**config.mk**
```make
export PLATFORM = sky130hd
export DESIGN_NAME = ggs_cordic_stage
export DESIGN_NICKNAME = d
export VERILOG_FILES = /design/src/rtl/go_to_goal_steering_core_macros.svh /design/src/rtl/ggs_pkg.sv /design/src/rtl/ggs_cordic_stage.sv
export SDC_FILE = /design/constraint.sdc
export NUM_CORES = 1
export LEC_CHECK = 0
export ABC_AREA = 1
export BUFFER_PORTS_ARGS = -buffer_cell sky130_fd_sc_hd__buf_2
export CAP_MARGIN = 30
export CORE_MARGIN = 10
export CORE_UTILIZATION = 50
export DETAILED_ROUTE_END_ITERATION = 16
export PLACE_DENSITY = 0.8
export SLEW_MARGIN = 20
export SYNTH_ARGS = -nofsm -noshare
export SYNTH_HDL_FRONTEND = slang
export SYNTH_SLANG_ARGS = --single-unit
export TNS_END_PERCENT = 100
```
**constraint.sdc**
```tcl
create_clock -name clk -period 7.6 [get_ports clk]
set_clock_uncertainty 0.15 [all_clocks]
set_input_delay 0.76 -clock clk [delete_from_list [all_inputs] [get_ports clk]]
set_output_delay 0.76 -clock clk [all_outputs]
set_load 0.1 [all_outputs]
```
**src/rtl/go_to_goal_steering_core_macros.svh**
```systemverilog
// ---------------------------------------------------------------------------
// Assertion macros for the go-to-goal steering core
// Implication checks, same cycle and next cycle, switched off by NO_ASSERTIONS.
// ---------------------------------------------------------------------------
`ifndef GO_TO_GOAL_STEERING_CORE_MACROS_SVH
`define GO_TO_GOAL_STEERING_CORE_MACROS_SVH

`ifndef NO_ASSERTIONS
`define GGS_ASSERT_IMP(lbl, clk, rstn, ante, cons) \
  lbl: assert property (@(posedge clk) disable iff (!(rstn)) (ante) |-> (cons)) \
    else $error("ggs assertion failed");
`define GGS_ASSERT_NXT(lbl, clk, rstn, ante, cons) \
  lbl: assert property (@(posedge clk) disable iff (!(rstn)) (ante) |=> (cons)) \
    else $error("ggs assertion failed");
`else
`define GGS_ASSERT_IMP(lbl, clk, rstn, ante, cons)
`define GGS_ASSERT_NXT(lbl, clk, rstn, ante, cons)
`endif

`endif

```
**src/rtl/ggs_pkg.sv**
```systemverilog
// ---------------------------------------------------------------------------
// ggs_pkg
// Types, constants and the arctangent table of the go-to-goal steering core.
// ---------------------------------------------------------------------------
package ggs_pkg;

  localparam int XW = 28;   // CORDIC x/y, Q.16 with growth headroom
  localparam int ZW = 20;   // CORDIC angle, Q.16 radians
  localparam int HW = 15;   // heading / angle fields, Q3.12

  localparam logic signed [ZW-1:0] HALF_PI_Q16   = 20'sd102944;
  localparam logic [15:0]          GAIN_COMP_Q16 = 16'd39797;

  // configuration register indexes
  localparam logic [2:0] REG_GOAL_X        = 3'd0;
  localparam logic [2:0] REG_GOAL_Y        = 3'd1;
  localparam logic [2:0] REG_SPEED_GAIN    = 3'd2;
  localparam logic [2:0] REG_SPEED_LIMIT   = 3'd3;
  localparam logic [2:0] REG_ARRIVE_RADIUS = 3'd4;
  localparam logic [2:0] REG_AIM_TOLERANCE = 3'd5;

  typedef struct packed {
    logic signed [XW-1:0] x;
    logic signed [XW-1:0] y;
    logic signed [ZW-1:0] z;
    logic signed [HW-1:0] hd;
  } ggs_vec_t;

  typedef struct packed {
    logic [15:0]   speed_gain;
    logic [15:0]   speed_limit;
    logic [15:0]   arrive_radius;
    logic [HW-1:0] aim_tolerance;
  } ggs_cmd_cfg_t;

  // round(atan(2^-i) * 65536)
  function automatic logic [15:0] atan_q16(input int idx);
    logic [15:0] t;
    case (idx)
      0:       t = 16'd51472;
      1:       t = 16'd30386;
      2:       t = 16'd16055;
      3:       t = 16'd8150;
      4:       t = 16'd4091;
      5:       t = 16'd2047;
      6:       t = 16'd1024;
      7:       t = 16'd512;
      8:       t = 16'd256;
      9:       t = 16'd128;
      10:      t = 16'd64;
      11:      t = 16'd32;
      12:      t = 16'd16;
      13:      t = 16'd8;
      14:      t = 16'd4;
      15:      t = 16'd2;
      16:      t = 16'd1;
      default: t = 16'd0;
    endcase
    return t;
  endfunction

endpackage

```
**src/rtl/ggs_cordic_stage.sv**
```systemverilog
// ---------------------------------------------------------------------------
// ggs_cordic_stage
// One registered vectoring-mode CORDIC micro-rotation.
// ---------------------------------------------------------------------------
module ggs_cordic_stage #(
  parameter int STEP_IDX = 0
) (
  input  logic              clk,
  input  logic              rst_n,
  input  logic              s_valid,
  output logic              s_ready,
  input  ggs_pkg::ggs_vec_t s_data,
  output logic              m_valid,
  input  logic              m_ready,
  output ggs_pkg::ggs_vec_t m_data
);

  logic signed [ggs_pkg::XW-1:0] x, y, xs, ys;
  logic signed [ggs_pkg::ZW-1:0] z, t;
  ggs_pkg::ggs_vec_t d_nxt, d_r;
  logic v_r;

  always_comb begin
    x  = s_data.x;
    y  = s_data.y;
    z  = s_data.z;
    xs = x >>> STEP_IDX;
    ys = y >>> STEP_IDX;
    t  = $signed({{(ggs_pkg::ZW-16){1'b0}}, ggs_pkg::atan_q16(STEP_IDX)});
    d_nxt.hd = s_data.hd;
    if (!y[ggs_pkg::XW-1]) begin
      d_nxt.x = x + ys;
      d_nxt.y = y - xs;
      d_nxt.z = z + t;
    end else begin
      d_nxt.x = x - ys;
      d_nxt.y = y + xs;
      d_nxt.z = z - t;
    end
  end

  assign s_ready = !v_r || m_ready;

  always_ff @(posedge clk) begin
    if (!rst_n) begin
      v_r <= 1'b0;
    end else if (s_ready) begin
      v_r <= s_valid;
    end
  end

  always_ff @(posedge clk) begin
    if (s_ready && s_valid) begin
      d_r <= d_nxt;
    end
  end

  assign m_valid = v_r;
  assign m_data  = d_r;

endmodule

```
==> flow_summary.ini <==
[min_path]
hold_class = flip-flop to flip-flop

[logic_synthesis]
ys_seq_elements = 91
seq_area_frac_synth = 0.2800
synth_top_family_by_area = simple AND/OR/NAND/NOR gates
synth_top_area_frac = 0.2780
synthCells = 1465
synthAdderAreaFrac = 0.1421
ys_warn_count = 0
yosys.area.top_type = edfxtp_1
yosys.area_share.simple = 0.3130
synth-compound-area-share = 0.1129
netlist-cell-type-count = 40
synth-xor-area-share = 0.02792
synth_area_um2 = 9723
syn_avg_cell_area_um2 = 6.637
synthTopCellsByArea = edfxtp_1 (28%), nand2_1 (18%), ha_1 (13%), inv_1 (9.8%), nand3_1 (6.7%)
yosys-mux-area-fraction = 0.001029
syn_nets = 1668

[sta]
period_needed_ns = 3.426
slew_violations = 0
hold_slack_ns = 0.4020
worst_pin_slew_ns = 0.7550
final-setup-viol-count = 0
fin_setup_tns_ns = 0
fin_crit_sh = 0.4508
rsz0062_at_grt = no
relSlewSlack = 0.4967
fmax_ghz = 0.2919
hold_violations = 0

[cells_and_area]
drive_gt1_frac = 0.1357
nets = 1834
area_delta_synth_final_pct = 14.46

[clock_tree]
cts_sinks = 91
cts_setup_buffers = 0
cts_root_buf = clkbuf_16
cts.htree.levels = 3
postCtsResizedCells = 0
clk_latency_ns = 0.35
ctsHoldBuffers = 0
cts_buffers = 9
ctsLongestPathBuffers = 2
clkSlewWorstSetupHoldPaths_ns = 0.07
cts_tree = done

[routing]
met1_length_mm = 13.65
drcViolationCount = 0
dr_wl_met2_mm = 14.04
top_layer_used = met4
ant_nets = 0
vias_per_cell = 5.382
firstDrtPassIters = 5
wl_mm = 30.91
drt_iter0_drc = 989
met3WireLength_mm = 2.446
via_count = 10210
wl_per_cell_um = 16.29

[critical_path]
critPathKind = primary input to flip-flop
cp.arrival_ns = 3.39
cp_data_required_time_ns = 7.56
worstSetupEndpointType = flip-flop
startpoint_type = primary input
crit_fanout = 65

[floorplanning]
pin_count = 188
core_area_um2 = 18890
initial_utilization = 0.5146
fp.dieW_um = 159.5
dieArea_um2 = 25420
rows = 50
fp.dieH_um = 159.5

[pwr]
power.density_nw_per_um2 = 193.1
p_total_mw = 2.149
seqPwrFrac = 0.297
netSwitchingPower_mw = 1.037
vdd_drop_max_v = 0.00009852
clkPwrFrac = 0.226
p_leak_nw = 6.045
internal_power_mw = 1.112
share_comb_of_total_power = 0.477
sw_frac_of_total = 0.4825

[placed_design]
hpwl_mm = 25.45
numPortBuffers = 187
place_congestion = 0.9948

[global_route]
grt_max_degree = 66
grt_pass1_vias = 9655
grt-ovfl-total = 0
grt_pass1_wl_mm = 48.62
track_usage = 0.2327
antenna_found_initial = 1

[status]
outcome = complete, no violations

[flow_run]
cap_violations = 0
[worst max-delay path: stages]
cell	delay (ns)
buf_2	0.08
buf_4	0.57
clkinv_1	0.21
buf_4	0.38
ha_1	0.44
a21oi_1	0.21
o21ai_0	0.13
a211oi_1	0.35
nand2_1	0.09
nand2_1	0.07
nand2_1	0.05
[layout make-up]
| type | instances | area [µm²] |
|---|---|---|
| antenna | 1 | 2.502 |
| clock buffer | 10 | 229.0 |
| clock inverter | 6 | 81.33 |
| fill | 1865 | 7764 |
| inverter | 258 | 968.4 |
| multi-input combinational | 1080 | 5814 |
| sequential | 91 | 2723 |
| tap | 260 | 325.3 |
| timing repair buffer | 191 | 985.9 |
[state kept, by name (all words and copies together) (netlist names)]
register and cells:
m_valid 1, m_data 90
[through the flow]
| stage | cells | cell area (µm²) | util | worst slack [ns] |
|---|---|---|---|---|
| 4_1_cts | 1896 | 11130 | 0.5889 | 4.198 |
| 3_3_place_gp | 1879 | 10790 | 0.5711 | 3.898 |
| 6_report | 1897 | 11130 | 0.5891 | 4.174 |
| 2_1_floorplan | 1465 | 9723 | - | 1.700 |
| 5_1_grt | 1896 | 11130 | 0.5889 | 3.938 |
| 3_5_place_dp | 1880 | 10820 | 0.5725 | 3.831 |
[cell usage after synthesis (all sizes together)]
| cell | instances |
|---|---|
| and3 | 1 |
| buf | 29 |
| fa | 4 |
| o21a | 2 |
| a21o | 2 |
| a211oi | 1 |
| nor3 | 4 |
| and2 | 1 |
| xor2 | 25 |
| a21boi | 1 |
| nand3b | 1 |
| mux2i | 1 |
| dfxtp | 1 |
| o21ai | 70 |
| xnor2 | 6 |
| nand2 | 459 |
| nor2b | 1 |
| a21oi | 104 |
| clkbuf | 7 |
| o21bai | 14 |
| nor2 | 106 |
| o22ai | 6 |
| nand3 | 132 |
| or2 | 2 |
| edfxtp | 90 |
| inv | 258 |
| o31ai | 2 |
| ha | 104 |
| nand4 | 28 |
| a31oi | 3 |
[power by group through the flow]
stage | combinational [mW] | sequential (mW) | clock, mW
after global routing | 1.10 | 0.644 | 0.507
after global placement | 1.00 | 0.650 | 0
final | 1.02 | 0.639 | 0.485
after CTS | 1.02 | 0.639 | 0.492
after detailed placement | 1.01 | 0.650 | 0
after floorplan | 0.427 | 1.02 | 0
[layout by cell type (no fill, tap or decap), types with 14 or more instances in the layout]
cell      netlist  routed
buf_2          11     187
o21ai_0        65      65
inv_1         254     253
nor2_1         99      99
xor2_1         25      25
a21oi_1       104     103
edfxtp_1       90      90
nand4_1        28      28
nand2_1       459     459
nand3_1       131     131
ha_1          104     104
o21bai_1       14      14
[path summary, 6_finish.rpt]
| kind | from | endpoint | slack (ns) | cells after the start |
|---|---|---|---|---|
| max | s_data[62] | m_data[33] | 4.17 | 11 |
| min | m_valid | m_valid | 0.40 | 2 |
| max reg2reg | m_valid | m_data[62] | 5.83 | 3 |
| min reg2reg | m_valid | m_valid | 0.40 | 2 |
[cell families (layout without fill, tap and decap cells)]
logic type                 Yosys count  after routing
AOI/OAI and AO/OA                  205            205
adders and majority gates          108            108
muxes                                1              1
DFF                                 91             91
and+or+nand+nor                    735            735
other                                0              1
xor gates and xnor gates            31             31
buffers and inverters              294            465
[layer usage]
metal  vias up  global-route usage
met5         -                   0
met4         0             0.06908
met3        49             0.03666
met2       487              0.3880
met1      4647              0.3029
li1       5026                   -
Power figures use the tool's default switching activity.
