### config.mk
export PLATFORM = sky130hd
export DESIGN_NAME = ggs_front
export DESIGN_NICKNAME = d
export VERILOG_FILES = /design/src/rtl/go_to_goal_steering_core_macros.svh /design/src/rtl/ggs_pkg.sv /design/src/rtl/ggs_front.sv
export SDC_FILE = /design/constraint.sdc
export NUM_CORES = 1
export LEC_CHECK = 0
export BUFFER_PORTS_ARGS = -buffer_cell sky130_fd_sc_hd__buf_2
export CORE_MARGIN = 3
export CORE_UTILIZATION = 55
export DETAILED_ROUTE_END_ITERATION = 6
export GPL_ROUTABILITY_DRIVEN = 0
export PLACE_DENSITY = 0.88
export SLEW_MARGIN = 20
export SYNTH_ARGS = -nofsm -noshare
export SYNTH_HDL_FRONTEND = slang
export SYNTH_SLANG_ARGS = --single-unit
### constraint.sdc
create_clock -name clk -period 5.1 [get_ports clk]
set_input_delay 0.765 -clock clk [delete_from_list [all_inputs] [get_ports clk]]
set_output_delay 0.765 -clock clk [all_outputs]
set_load 0.03 [all_outputs]
### src/rtl/go_to_goal_steering_core_macros.svh
// ---------------------------------------------------------------------------
// Assertion macros for the go-to-goal steering core
// Implication checks, same cycle and next cycle, switched off by NO_ASSERTIONS.
// ---------------------------------------------------------------------------
`ifndef GO_TO_GOAL_STEERING_CORE_MACROS_SVH
`define GO_TO_GOAL_STEERING_CORE_MACROS_SVH

`ifndef NO_ASSERTIONS
`define GGS_ASSERT_IMP(lbl, clk, rstn, ante, cons) \
  lbl: assert property (@(posedge clk) disable iff (!(rstn)) (ante) |-> (cons)) \
    else $error("ggs assertion failed");
`define GGS_ASSERT_NXT(lbl, clk, rstn, ante, cons) \
  lbl: assert property (@(posedge clk) disable iff (!(rstn)) (ante) |=> (cons)) \
    else $error("ggs assertion failed");
`else
`define GGS_ASSERT_IMP(lbl, clk, rstn, ante, cons)
`define GGS_ASSERT_NXT(lbl, clk, rstn, ante, cons)
`endif

`endif

### src/rtl/ggs_pkg.sv
// ---------------------------------------------------------------------------
// ggs_pkg
// Types, constants and the arctangent table of the go-to-goal steering core.
// ---------------------------------------------------------------------------
package ggs_pkg;

  localparam int XW = 28;   // CORDIC x/y, Q.16 with growth headroom
  localparam int ZW = 20;   // CORDIC angle, Q.16 radians
  localparam int HW = 15;   // heading / angle fields, Q3.12

  localparam logic signed [ZW-1:0] HALF_PI_Q16   = 20'sd102944;
  localparam logic [15:0]          GAIN_COMP_Q16 = 16'd39797;

  // configuration register indexes
  localparam logic [2:0] REG_GOAL_X        = 3'd0;
  localparam logic [2:0] REG_GOAL_Y        = 3'd1;
  localparam logic [2:0] REG_SPEED_GAIN    = 3'd2;
  localparam logic [2:0] REG_SPEED_LIMIT   = 3'd3;
  localparam logic [2:0] REG_ARRIVE_RADIUS = 3'd4;
  localparam logic [2:0] REG_AIM_TOLERANCE = 3'd5;

  typedef struct packed {
    logic signed [XW-1:0] x;
    logic signed [XW-1:0] y;
    logic signed [ZW-1:0] z;
    logic signed [HW-1:0] hd;
  } ggs_vec_t;

  typedef struct packed {
    logic [15:0]   speed_gain;
    logic [15:0]   speed_limit;
    logic [15:0]   arrive_radius;
    logic [HW-1:0] aim_tolerance;
  } ggs_cmd_cfg_t;

  // round(atan(2^-i) * 65536)
  function automatic logic [15:0] atan_q16(input int idx);
    logic [15:0] t;
    case (idx)
      0:       t = 16'd51472;
      1:       t = 16'd30386;
      2:       t = 16'd16055;
      3:       t = 16'd8150;
      4:       t = 16'd4091;
      5:       t = 16'd2047;
      6:       t = 16'd1024;
      7:       t = 16'd512;
      8:       t = 16'd256;
      9:       t = 16'd128;
      10:      t = 16'd64;
      11:      t = 16'd32;
      12:      t = 16'd16;
      13:      t = 16'd8;
      14:      t = 16'd4;
      15:      t = 16'd2;
      16:      t = 16'd1;
      default: t = 16'd0;
    endcase
    return t;
  endfunction

endpackage

### src/rtl/ggs_front.sv
// ---------------------------------------------------------------------------
// ggs_front
// Goal offset and quadrant pre-rotation into the CORDIC working format.
// ---------------------------------------------------------------------------
module ggs_front (
  input  logic                         clk,
  input  logic                         rst_n,
  input  logic signed [15:0]           goal_x,
  input  logic signed [15:0]           goal_y,
  input  logic                         s_valid,
  output logic                         s_ready,
  input  logic signed [15:0]           pos_x,
  input  logic signed [15:0]           pos_y,
  input  logic signed [ggs_pkg::HW-1:0] heading,
  output logic                         m_valid,
  input  logic                         m_ready,
  output ggs_pkg::ggs_vec_t            m_data
);

  logic signed [16:0] dx, dy, x17, y17;
  logic signed [ggs_pkg::ZW-1:0] z0;
  ggs_pkg::ggs_vec_t d_nxt, d_r;
  logic v_r;

  always_comb begin
    dx = {goal_x[15], goal_x} - {pos_x[15], pos_x};
    dy = {goal_y[15], goal_y} - {pos_y[15], pos_y};
    if (dx[16]) begin
      if (!dy[16]) begin
        x17 = dy;
        y17 = -dx;
        z0  = ggs_pkg::HALF_PI_Q16;
      end else begin
        x17 = -dy;
        y17 = dx;
        z0  = -ggs_pkg::HALF_PI_Q16;
      end
    end else begin
      x17 = dx;
      y17 = dy;
      z0  = '0;
    end
    d_nxt.x  = {{(ggs_pkg::XW-25){x17[16]}}, x17, 8'b0};
    d_nxt.y  = {{(ggs_pkg::XW-25){y17[16]}}, y17, 8'b0};
    d_nxt.z  = z0;
    d_nxt.hd = heading;
  end

  assign s_ready = !v_r || m_ready;

  always_ff @(posedge clk) begin
    if (!rst_n) begin
      v_r <= 1'b0;
    end else if (s_ready) begin
      v_r <= s_valid;
    end
  end

  always_ff @(posedge clk) begin
    if (s_ready && s_valid) begin
      d_r <= d_nxt;
    end
  end

  assign m_valid = v_r;
  assign m_data  = d_r;

endmodule

==> summary.txt, run 1 <==
Clock tree
  – Root Buffer: clkbuf_8
  – Resized Gates After CTS: 0
  – CTS tree: done
  – Clk sinks: 53
  – Reg clk slew, reported paths: 0.09 ns
  – Worst skew pair latency: 0.31 ns
  – H-tree depth: 2
  – Hold buffers post-CTS: 0
  – Total CTS buffers: 5
  – # Post-CTS Setup Buffers: 0
  – Clk buf depth: 2

Timing
  – Peak Freq: 0.266 GHz
  – Clock Skew: 0.00787 ns
  – Setup violations, final: 0
  – Rel. slew slack: 40.7%
  – Worst hold margin: 0.556 ns
  – Worst-Margin Slew: 0.875 ns
  – Minimum clock period: 3.76 ns
  – RSZ-0062 raised after global routing: no
  – Max Slew Vio Count: 0
  – Final period util: 73.8%
  – Sum Neg Setup Slack: 0 ns
  – Final hold violations: 0

Power
  – Switching share of power: 42.2%
  – Peak VDD IR: 0.134 mV
  – Pwr dens: 302 nW/um^2
  – Lkg Pwr: 0.00259 uW
  – Internal power: 958 uW
  – Sequential power share: 35.3%
  – Power, Total: 1660 uW
  – Clk pwr share: 14.4%
  – Net Sw Power: 700 uW
  – Logic pwr share: 50.3%

Flow run
  – Max-cap viol count: 0

Route
  – Vias per cell: 5.61
  – Wire length per cell: 14.7 um
  – Total wire length: 11100 um
  – DRC violation count after routing: 0
  – ANT nets after route: 0
  – Detailed Routing Iterations Pass 1: 5
  – Via count: 4225
  – Drt initial violations: 321

Synthesis
  – XOR/XNOR share of the synthesized area: 8.86%
  – Ys flop type: edfxtp_1
  – Number of enable flip-flop cells after synthesis: 52
  – Ys Warns: 0
  – Sequential element share of the synthesized area: 33.3%
  – Multiplexer share of the synthesized area: 3.43%
  – Main combinational cell family by area after synthesis: compound AO/OA/AOI/OAI gates
  – Fraction of registers with async set/reset: 0%
  – Synth Register Bits: 53
  – Compound-gate portion of the synthesized area: 18.5%
  – Cells after synthesis: 518
  – Simple-gate area share of the yosys netlist: 14.9%
  – Syn Area/Cell: 9.16 sq um
  – Distinct cells, synth: 64
  – Post-Synth Adder-Cell Area: 10.1%
  – Synthesized area: 4740 sq um

Status
  – Outcome: finished clean

Hold path
  – Worst hold path class: reg2reg

Critical path
  – Crit. End Element: register
  – Critical path type: in2reg
  – Crit Path Max Fanout: 4
  – Worst EP arrival: 3.81 ns
  – Required time of the critical path: 5.14 ns
  – Worst setup SP type: input pin

Final layout
  – Commonest non-fill, non-tap cell in the layout: buf_2
  – Layout Nets: 767
  – Area grow syn2layout: 15.9%
  – N_diodes: 0
  – Layout cells sized above 1: 28.4%
  – # fillers: 710
  – Commonest cells after routing, fill and taps aside: buf_2 (154), edfxtp_1 (52), nor2_1 (47), a21oi_1 (44), inv_1 (43)

Die
  – Die area: 9770 sq um
  – Ports: 176
  – DIE WIDTH: 98.9 um
  – Core area: 8300 sq um
  – Rows: 33
  – Initial Utilization: 57.2%
  – Die height: 98.9 um

Global routing
  – M3 GR Usage: 3.40%
  – Overflow after GRT: 0
  – Initial antenna violation count: 0
  – GRT Util Overall: 21.9%
  – Met1 GRT Util: 28.7%
  – Gr busiest metal: met2
  – Largest net degree at the start of global routing: 53
  – M2 GR Usage: 35.8%
  – Number of global-route vias before repair: 3892
  – First-pass GRT wire length: 17900 um

Placement
  – Port Buffers: 154
  – Post-DP HPWL: 9170 um
## cell usage after synthesis, types with 8 or more instances
| cell type | number | area [sq um] |
|---|---|---|
| xor2_1 | 24 | 210 |
| ha_1 | 35 | 438 |
| mux2i_1 | 14 | 140 |
| o21ai_0 | 21 | 105 |
| buf_4 | 39 | 293 |
| o21a_1 | 8 | 60.1 |
| clkbuf_1 | 13 | 48.8 |
| inv_1 | 43 | 161 |
| xnor2_1 | 24 | 210 |
| and2_1 | 8 | 50.1 |
| edfxtp_1 | 52 | 1560 |
| nor2_1 | 47 | 176 |
| nand2_1 | 20 | 75.1 |
| a21oi_1 | 44 | 220 |
## final timing paths
check,endpoint,cells after the start,from,slack (ns)
max,m_data[86],13,goal_y[0],1.34
min,m_valid,2,m_valid,0.56
max reg2reg,m_data[43],2,m_valid,3.72
min reg2reg,m_valid,2,m_valid,0.56
## flip-flops by register name (all words and copies together) (netlist names)
| signal | count |
|---|---|
| m_data | 52 |
| m_valid | 1 |
## stage by stage
step                      std cells  utilization (%)  setup slack (ns)  cell area, sq um
after floorplan                 538                -              1.44              4820
after global placement          745             65.1              1.21              5400
after detailed placement        745             65.1              1.06              5400
after CTS                       753             66.2              1.39              5490
after global routing            753             66.2              1.13              5500
final                           753             66.2              1.34              5500
## power groups by stage
stage	sequential, uW	combinational (uW)	clock [uW]
2_1_floorplan	723	521	0
3_3_place_gp	596	800	0
3_5_place_dp	597	823	0
4_1_cts	587	825	245
5_1_grt	592	905	264
6_report	586	834	239
## worst max-delay path, cell delays in order
cell and delay (ns):
buf_2 0.07, inv_1 0.03, ha_1 0.23, fa_1 0.41, nor2b_1 0.23, o31a_1 0.18
o31a_1 0.23, a311oi_1 0.15, or2_2 0.31, o311ai_1 0.73, o41ai_4 0.16, xnor2_1 0.21
a21oi_1 0.09
## area by class of cell
class / instances / area (sq um) / share of cell area, %
sequential: 53 / 1580 / 28.8
multi-input combinational: 388 / 2740 / 49.9
tap: 105 / 131 / 2.39
clock inverter: 3 / 26.3 / 0.478
clock buffer: 5 / 68.8 / 1.25
inverter: 43 / 161 / 2.94
timing repair buffer: 156 / 786 / 14.3
## logic make-up after synthesis
group / count (synthesis)
AO/OA/AOI/OAI: 131
adder cells (fa/ha/maj): 37
flip-flops: 53
AND/OR/NAND/NOR: 135
buffers and inverters: 97
other: 1
multiplexers: 16
XOR/XNOR: 48
## metal layers
metal | vias to the layer above | wire, um
li1 | 2067 | -
met1 | 1892 | 4580
met2 | 240 | 5160
met3 | 26 | 1090
met4 | 0 | 272
met5 | - | 0
No activity file was read; power rests on OpenSTA's default activity.
==> run 2, diff against run 1 <==
CORE_UTILIZATION = 51   (was 55)
PLACE_DENSITY = 0.82   (was 0.88)
clock period = 3.7 ns   (was 5.1 ns; I/O delays follow)
==> run 2 against run 1 <==
Compared with the run above: via count rose by 0.21%; largest cell class unchanged; design area rose by 1.4%; sequential power rose by 38%; critical path type unchanged; critical endpoint is now m_data[84]; global-route usage fell by 0.70 points; final cell count rose by 1.9%; worst setup slack got worse by 1.1 ns.
==> summary.txt, run 2 (synthesis gave the netlist of run 1 again) <==
Clock tree
  – Worst skew pair latency: 0.29 ns
  – Hold buffers post-CTS: 0
  – Root Buffer: clkbuf_8
  – Reg clk slew, reported paths: 0.09 ns
  – Resized Gates After CTS: 0
  – Clk sinks: 53
  – CTS tree: done
  – H-tree depth: 2
  – Total CTS buffers: 5
  – Clk buf depth: 2
  – # Post-CTS Setup Buffers: 0

Final layout
  – Storage element area: 1580 sq um
  – Layout cells sized above 1: 29.3%
  – Commonest cells after routing, fill and taps aside: buf_2 (154), edfxtp_1 (52), nor2_1 (47), a21oi_1 (44), inv_1 (43)
  – # fillers: 747
  – Commonest non-fill, non-tap cell in the layout: buf_2
  – N_diodes: 0
  – Max reg flops: 52
  – Layout Nets: 778
  – Final cell count without fillers: 767
  – Multi-input gate area: 2740 sq um
  – Area grow syn2layout: 17.4%

Die
  – Die height: 102 um
  – Die area: 10500 sq um
  – Core area: 8890 sq um
  – Ports: 176
  – Initial Utilization: 53.3%
  – DIE WIDTH: 102 um
  – Rows: 34

Critical path
  – Worst R2R Path Depth: 2
  – Worst EP arrival: 3.48 ns
  – Worst R2R Setup Slack: 2.31 ns
  – Required time of the critical path: 3.75 ns
  – Worst r2r dst: m_data[8]
  – Worst setup SP type: input pin
  – Crit Path Max Fanout: 4
  – Critical path origin: goal_y[0]
  – FF-to-FF Start: m_valid
  – Crit. End Element: register
  – Critical path type: in2reg

Route
  – Total wire length: 11300 um
  – Drt initial violations: 226
  – Vias per cell: 5.52
  – Met3 wire length: 903 um
  – DRC violation count after routing: 0
  – ANT nets after route: 0
  – Via count: 4234
  – DR top layer: met4
  – Detailed Routing Iterations Pass 1: 5
  – Met2 routed WL: 5410 um
  – Wire length per cell: 14.8 um
  – Total routed wire length on the met1 layer: 4790 um

Timing
  – Clock Skew: 0.00488 ns
  – Rel. slew slack: 54.3%
  – Final period util: 92.7%
  – Sum Neg Setup Slack: 0 ns
  – Max Slew Vio Count: 0
  – Worst-Margin Slew: 0.681 ns
  – Peak Freq: 0.292 GHz
  – Final worst setup slack: 0.270 ns
  – Setup violations, final: 0
  – RSZ-0062 raised after global routing: no
  – Final hold violations: 0
  – Minimum clock period: 3.43 ns

Global routing
  – Number of global-route vias before repair: 4088
  – Largest net degree at the start of global routing: 53
  – Initial antenna violation count: 0
  – GRT Util Overall: 21.2%
  – Overflow after GRT: 0
  – First-pass GRT wire length: 18100 um

Flow run
  – Max-cap viol count: 0

Status
  – Outcome: finished clean

Placement
  – Post-DP HPWL: 9430 um
  – Port Buffers: 154
  – Placed cells: 759
  – Setup WS pre-CTS: -0.00616 ns

Hold path
  – Worst hold path class: in2reg
  – Hold path start: heading[10]
  – Hold Crit Depth: 1
  – Worst Hold Path EP: m_data[10]

Power
  – Peak VDD IR: 0.184 mV
  – Lkg Pwr: 0.00263 uW
  – Power, Total: 2290 uW
  – Pwr dens: 412 nW/um^2
-- run 2: area by class of cell --
class / count / share of cell area [%]
Timing Repair Buffer: 167 / 15.6
Clock buffer: 7 / 1.37
Multi-Input combinational cell: 388 / 49.2
Clock inverter: 1 / 0.135
Inverter: 43 / 2.90
Sequential cell: 53 / 28.4
Tap cell: 108 / 2.43
-- run 2: per-layer routing --
metal / vias to the layer above / GRT usage, %
met5: - / 0
met4: 0 / 8.27
met3: 20 / 2.87
met2: 212 / 36.9
met1: 1903 / 26.4
li1: 2099 / -
-- run 2: per-stage QoR --
step / utilization (%) / hold slack [ns] / instance area (sq um)
floorplan: - / 0.654 / 4820
global placement: 61.7 / 0.507 / 5490
detailed placement: 61.7 / 0.513 / 5490
CTS: 62.6 / 0.422 / 5570
global route: 62.7 / 0.412 / 5570
finish: 62.7 / 0.433 / 5570
-- run 2: how the worst max path moves through the flow --
stage          cells after the start  slack [ns]         end
2_1_floorplan                     10        0.25  m_data[84]
3_3_place_gp                      13        0.06  m_data[84]
3_5_place_dp                      13      -0.006  m_data[84]
4_1_cts                           13        0.30  m_data[86]
5_1_grt                           13        0.06  m_data[86]
6_report                          13        0.27  m_data[84]
-- run 2: worst max-delay path: stages --
cell and delay (ns):
buf_2 0.07, inv_1 0.03, ha_1 0.22, fa_1 0.41
nor2b_1 0.23, o2111a_1 0.22, nor4_1 0.07, or3b_2 0.50
a21oi_1 0.14, or4b_4 0.51, o31ai_1 0.27, xor2_1 0.17
a21oi_1 0.08
-- run 2: power by group --
part,leakage [uW],internal (uW),switching (uW)
sequential,0.000510,784,24.1
combinational,0.00208,420,758
clock,0.0000385,134,172
==> run 3, diff against run 2 <==
CELL_PAD_IN_SITES_DETAIL_PLACEMENT = 1   (was unset)
CELL_PAD_IN_SITES_GLOBAL_PLACEMENT = 1   (was unset)
CORE_UTILIZATION = 33   (was 51)
PLACE_DENSITY = unset   (was 0.82)
PLACE_DENSITY_LB_ADDON = 0.1   (was unset)
TNS_END_PERCENT = 50   (was unset)
clock period = 3 ns   (was 3.7 ns; I/O delays follow)
==> run 3 against run 2 <==
Compared with the run above: the flow now finishes with violations (negative setup slack); total power rose by 50%; clock skew about the same; first-iteration DRC count decreased by 46%; worst setup slack got worse by 0.37 ns.
==> summary.txt, run 3 (synthesis gave the netlist of run 1 again) <==
Status
  – Outcome: finished with violations
  – Failing checks: negative setup slack

Timing
  – RSZ-0062 raised after global routing: yes
  – Rel. slew slack: 56.9%
  – Final period util: 103%
  – Minimum clock period: 3.10 ns
  – Max Slew Vio Count: 0
  – Worst hold margin: 0.338 ns
  – Final hold violations: 0
  – Peak Freq: 0.323 GHz
  – Setup violations, final: 3
  – Worst-Margin Slew: 0.646 ns
  – Clock Skew: 0.00517 ns
  – Final worst setup slack: -0.0964 ns

Final layout
  – Layout Nets: 885
  – Final instance area: 6940 sq um
  – Max reg flops: 52
  – Commonest non-fill, non-tap cell in the layout: buf_2
  – Layout cells sized above 1: 45.2%
  – N_diodes: 0
  – Final cell count without fillers: 946
  – Commonest cells after routing, fill and taps aside: buf_2 (151), buf_4 (115), edfxtp_1 (52), nor2_1 (46), inv_1 (41)
  – # fillers: 1683
  – Area grow syn2layout: 46.3%

Clock tree
  – CTS tree: done
  – Total CTS buffers: 5
  – Clk buf depth: 2
  – Clk sinks: 53
  – Root Buffer: clkbuf_16
  – Worst skew pair latency: 0.29 ns
  – Hold buffers post-CTS: 0
  – Reg clk slew, reported paths: 0.07 ns
  – H-tree depth: 2

Die
  – Rows: 43
  – Die area: 15800 sq um
  – Ports: 176
  – Die height: 126 um
  – Core area: 14000 sq um
  – DIE WIDTH: 126 um
  – Initial Utilization: 33.9%

Critical path
  – Worst path cell trace: buf_8 > inv_12 > ha_4 > fa_2 > nor2b_4 > o2111a_2 > nor4_4 > or3b_4 > a21oi_2 > or4b_4 > o31ai_4 > xor2_1 > a21oi_1
  – Crit Path Max Fanout: 4
  – Worst setup SP type: input pin
  – CP Capture Point: m_data[84]
  – Crit. End Element: register
  – Critical path type: in2reg
  – Critical path origin: goal_y[0]
  – Worst EP arrival: 3.14 ns
  – FF-to-FF Start: m_valid
  – Required time of the critical path: 3.04 ns
  – Worst r2r dst: m_data[75]
  – Worst R2R Path Depth: 3
  – Critical-path top delay cell: or4b_4
  – Worst R2R Setup Slack: 1.55 ns
  – WP depth: 13
  – Crit path buf inv count: 2
  – Slowest cell delay on critical path: 0.53 ns
  – Critical path's top delay family: simple AND/OR/NAND/NOR gates

Placement
  – Placed cell areas: 6430 sq um
  – Placed cells: 928
  – Post-DP HPWL: 12100 um
  – Port Buffers: 154

Power
  – Lkg Pwr: 0.00326 uW
  – Peak VDD IR: 0.236 mV
  – Pwr dens: 496 nW/um^2

Global routing
  – First-pass GRT wire length: 22900 um
  – Number of global-route vias before repair: 4724
  – Initial antenna violation count: 0
  – Largest net degree at the start of global routing: 53
  – Overflow after GRT: 0
  – GRT Util Overall: 17.2%

Route
  – Vias per cell: 4.95
  – DRC violation count after routing: 0
  – Via count: 4680
  – Wire length per cell: 15.4 um
  – Total wire length: 14600 um
  – ANT nets after route: 0
  – Drt initial violations: 122
  – Detailed Routing Iterations Pass 1: 4

Hold path
  – Worst hold path class: in2reg

Flow run
  – Max-cap viol count: 0
run 3: cell types whose count changed in the layout (fill, tap and decap cells not counted), moves of 3 or more:
| cell | previous run | this run |
|---|---|---|
| nor4_1 | 5 | 2 |
| a21oi_1 | 44 | 39 |
| ha_1 | 35 | 30 |
| clkbuf_8 | 5 | 0 |
| buf_6 | 0 | 3 |
| buf_2 | 154 | 151 |
| a21oi_2 | 0 | 5 |
| clkbuf_16 | 0 | 6 |
| nor2b_1 | 6 | 3 |
| ha_4 | 0 | 5 |
| o21ai_0 | 21 | 18 |
| buf_4 | 13 | 115 |
| nor4_4 | 0 | 3 |
run 3: cell type report:
cell class                 instances  area (sq um)  share of cell area (%)
timing repair buffer             274          1750                    25.2
multi-input combinational        388          3060                    44.2
clock buffer                       6           129                    1.86
tap                              180           225                    3.25
sequential                        53          1580                    22.8
inverter                          43           176                    2.54
clock inverter                     2          15.0                   0.216
run 3: layer usage:
metal / vias up / track usage [%] / share of wire, % / wire [um]
met1: 2226 / 22.1 / 44 / 6430
met4: 0 / 3.03 / 0.81 / 118
met2: 143 / 31.0 / 50 / 7230
met3: 8 / 2.33 / 5.6 / 815
li1: 2303 / - / - / -
met5: - / 0 / 0 / 0
run 3: how the worst min path moves through the flow:
stage,start,end,cells after the start
after floorplan,heading[0],m_data[0],0
final,heading[1],m_data[1],1
after global placement,m_valid,m_valid,2
after detailed placement,m_valid,m_valid,2
after CTS,heading[1],m_data[1],1
after global routing,heading[8],m_data[8],1
run 3: what timing repair did:
item,in CTS,in global routing
cloned,0,1
setup buffers,2,7
endpoints found under the setup margin,12,23
pin swaps,13,24
resized for setup,22,29
run 3: per-stage QoR:
stage                     setup WS, ns  util (%)  power, uW  TNS, ns
after floorplan                 -0.145         -       2150   -0.312
after global placement          -0.429      46.0       2740    -6.78
after detailed placement        -0.490      46.0       2790    -8.83
after CTS                      -0.0525      47.9       3380  -0.0732
after global routing            -0.173      49.6       3660    -1.55
final                          -0.0964      49.6       3440   -0.152
run 3: report_power, final:
part	leakage, uW	total, uW	internal, uW	switching (uW)
logic	0.00269	1890	801	1090
clock network	0.0000631	553	309	244
registers	0.000510	1000	969	32.7
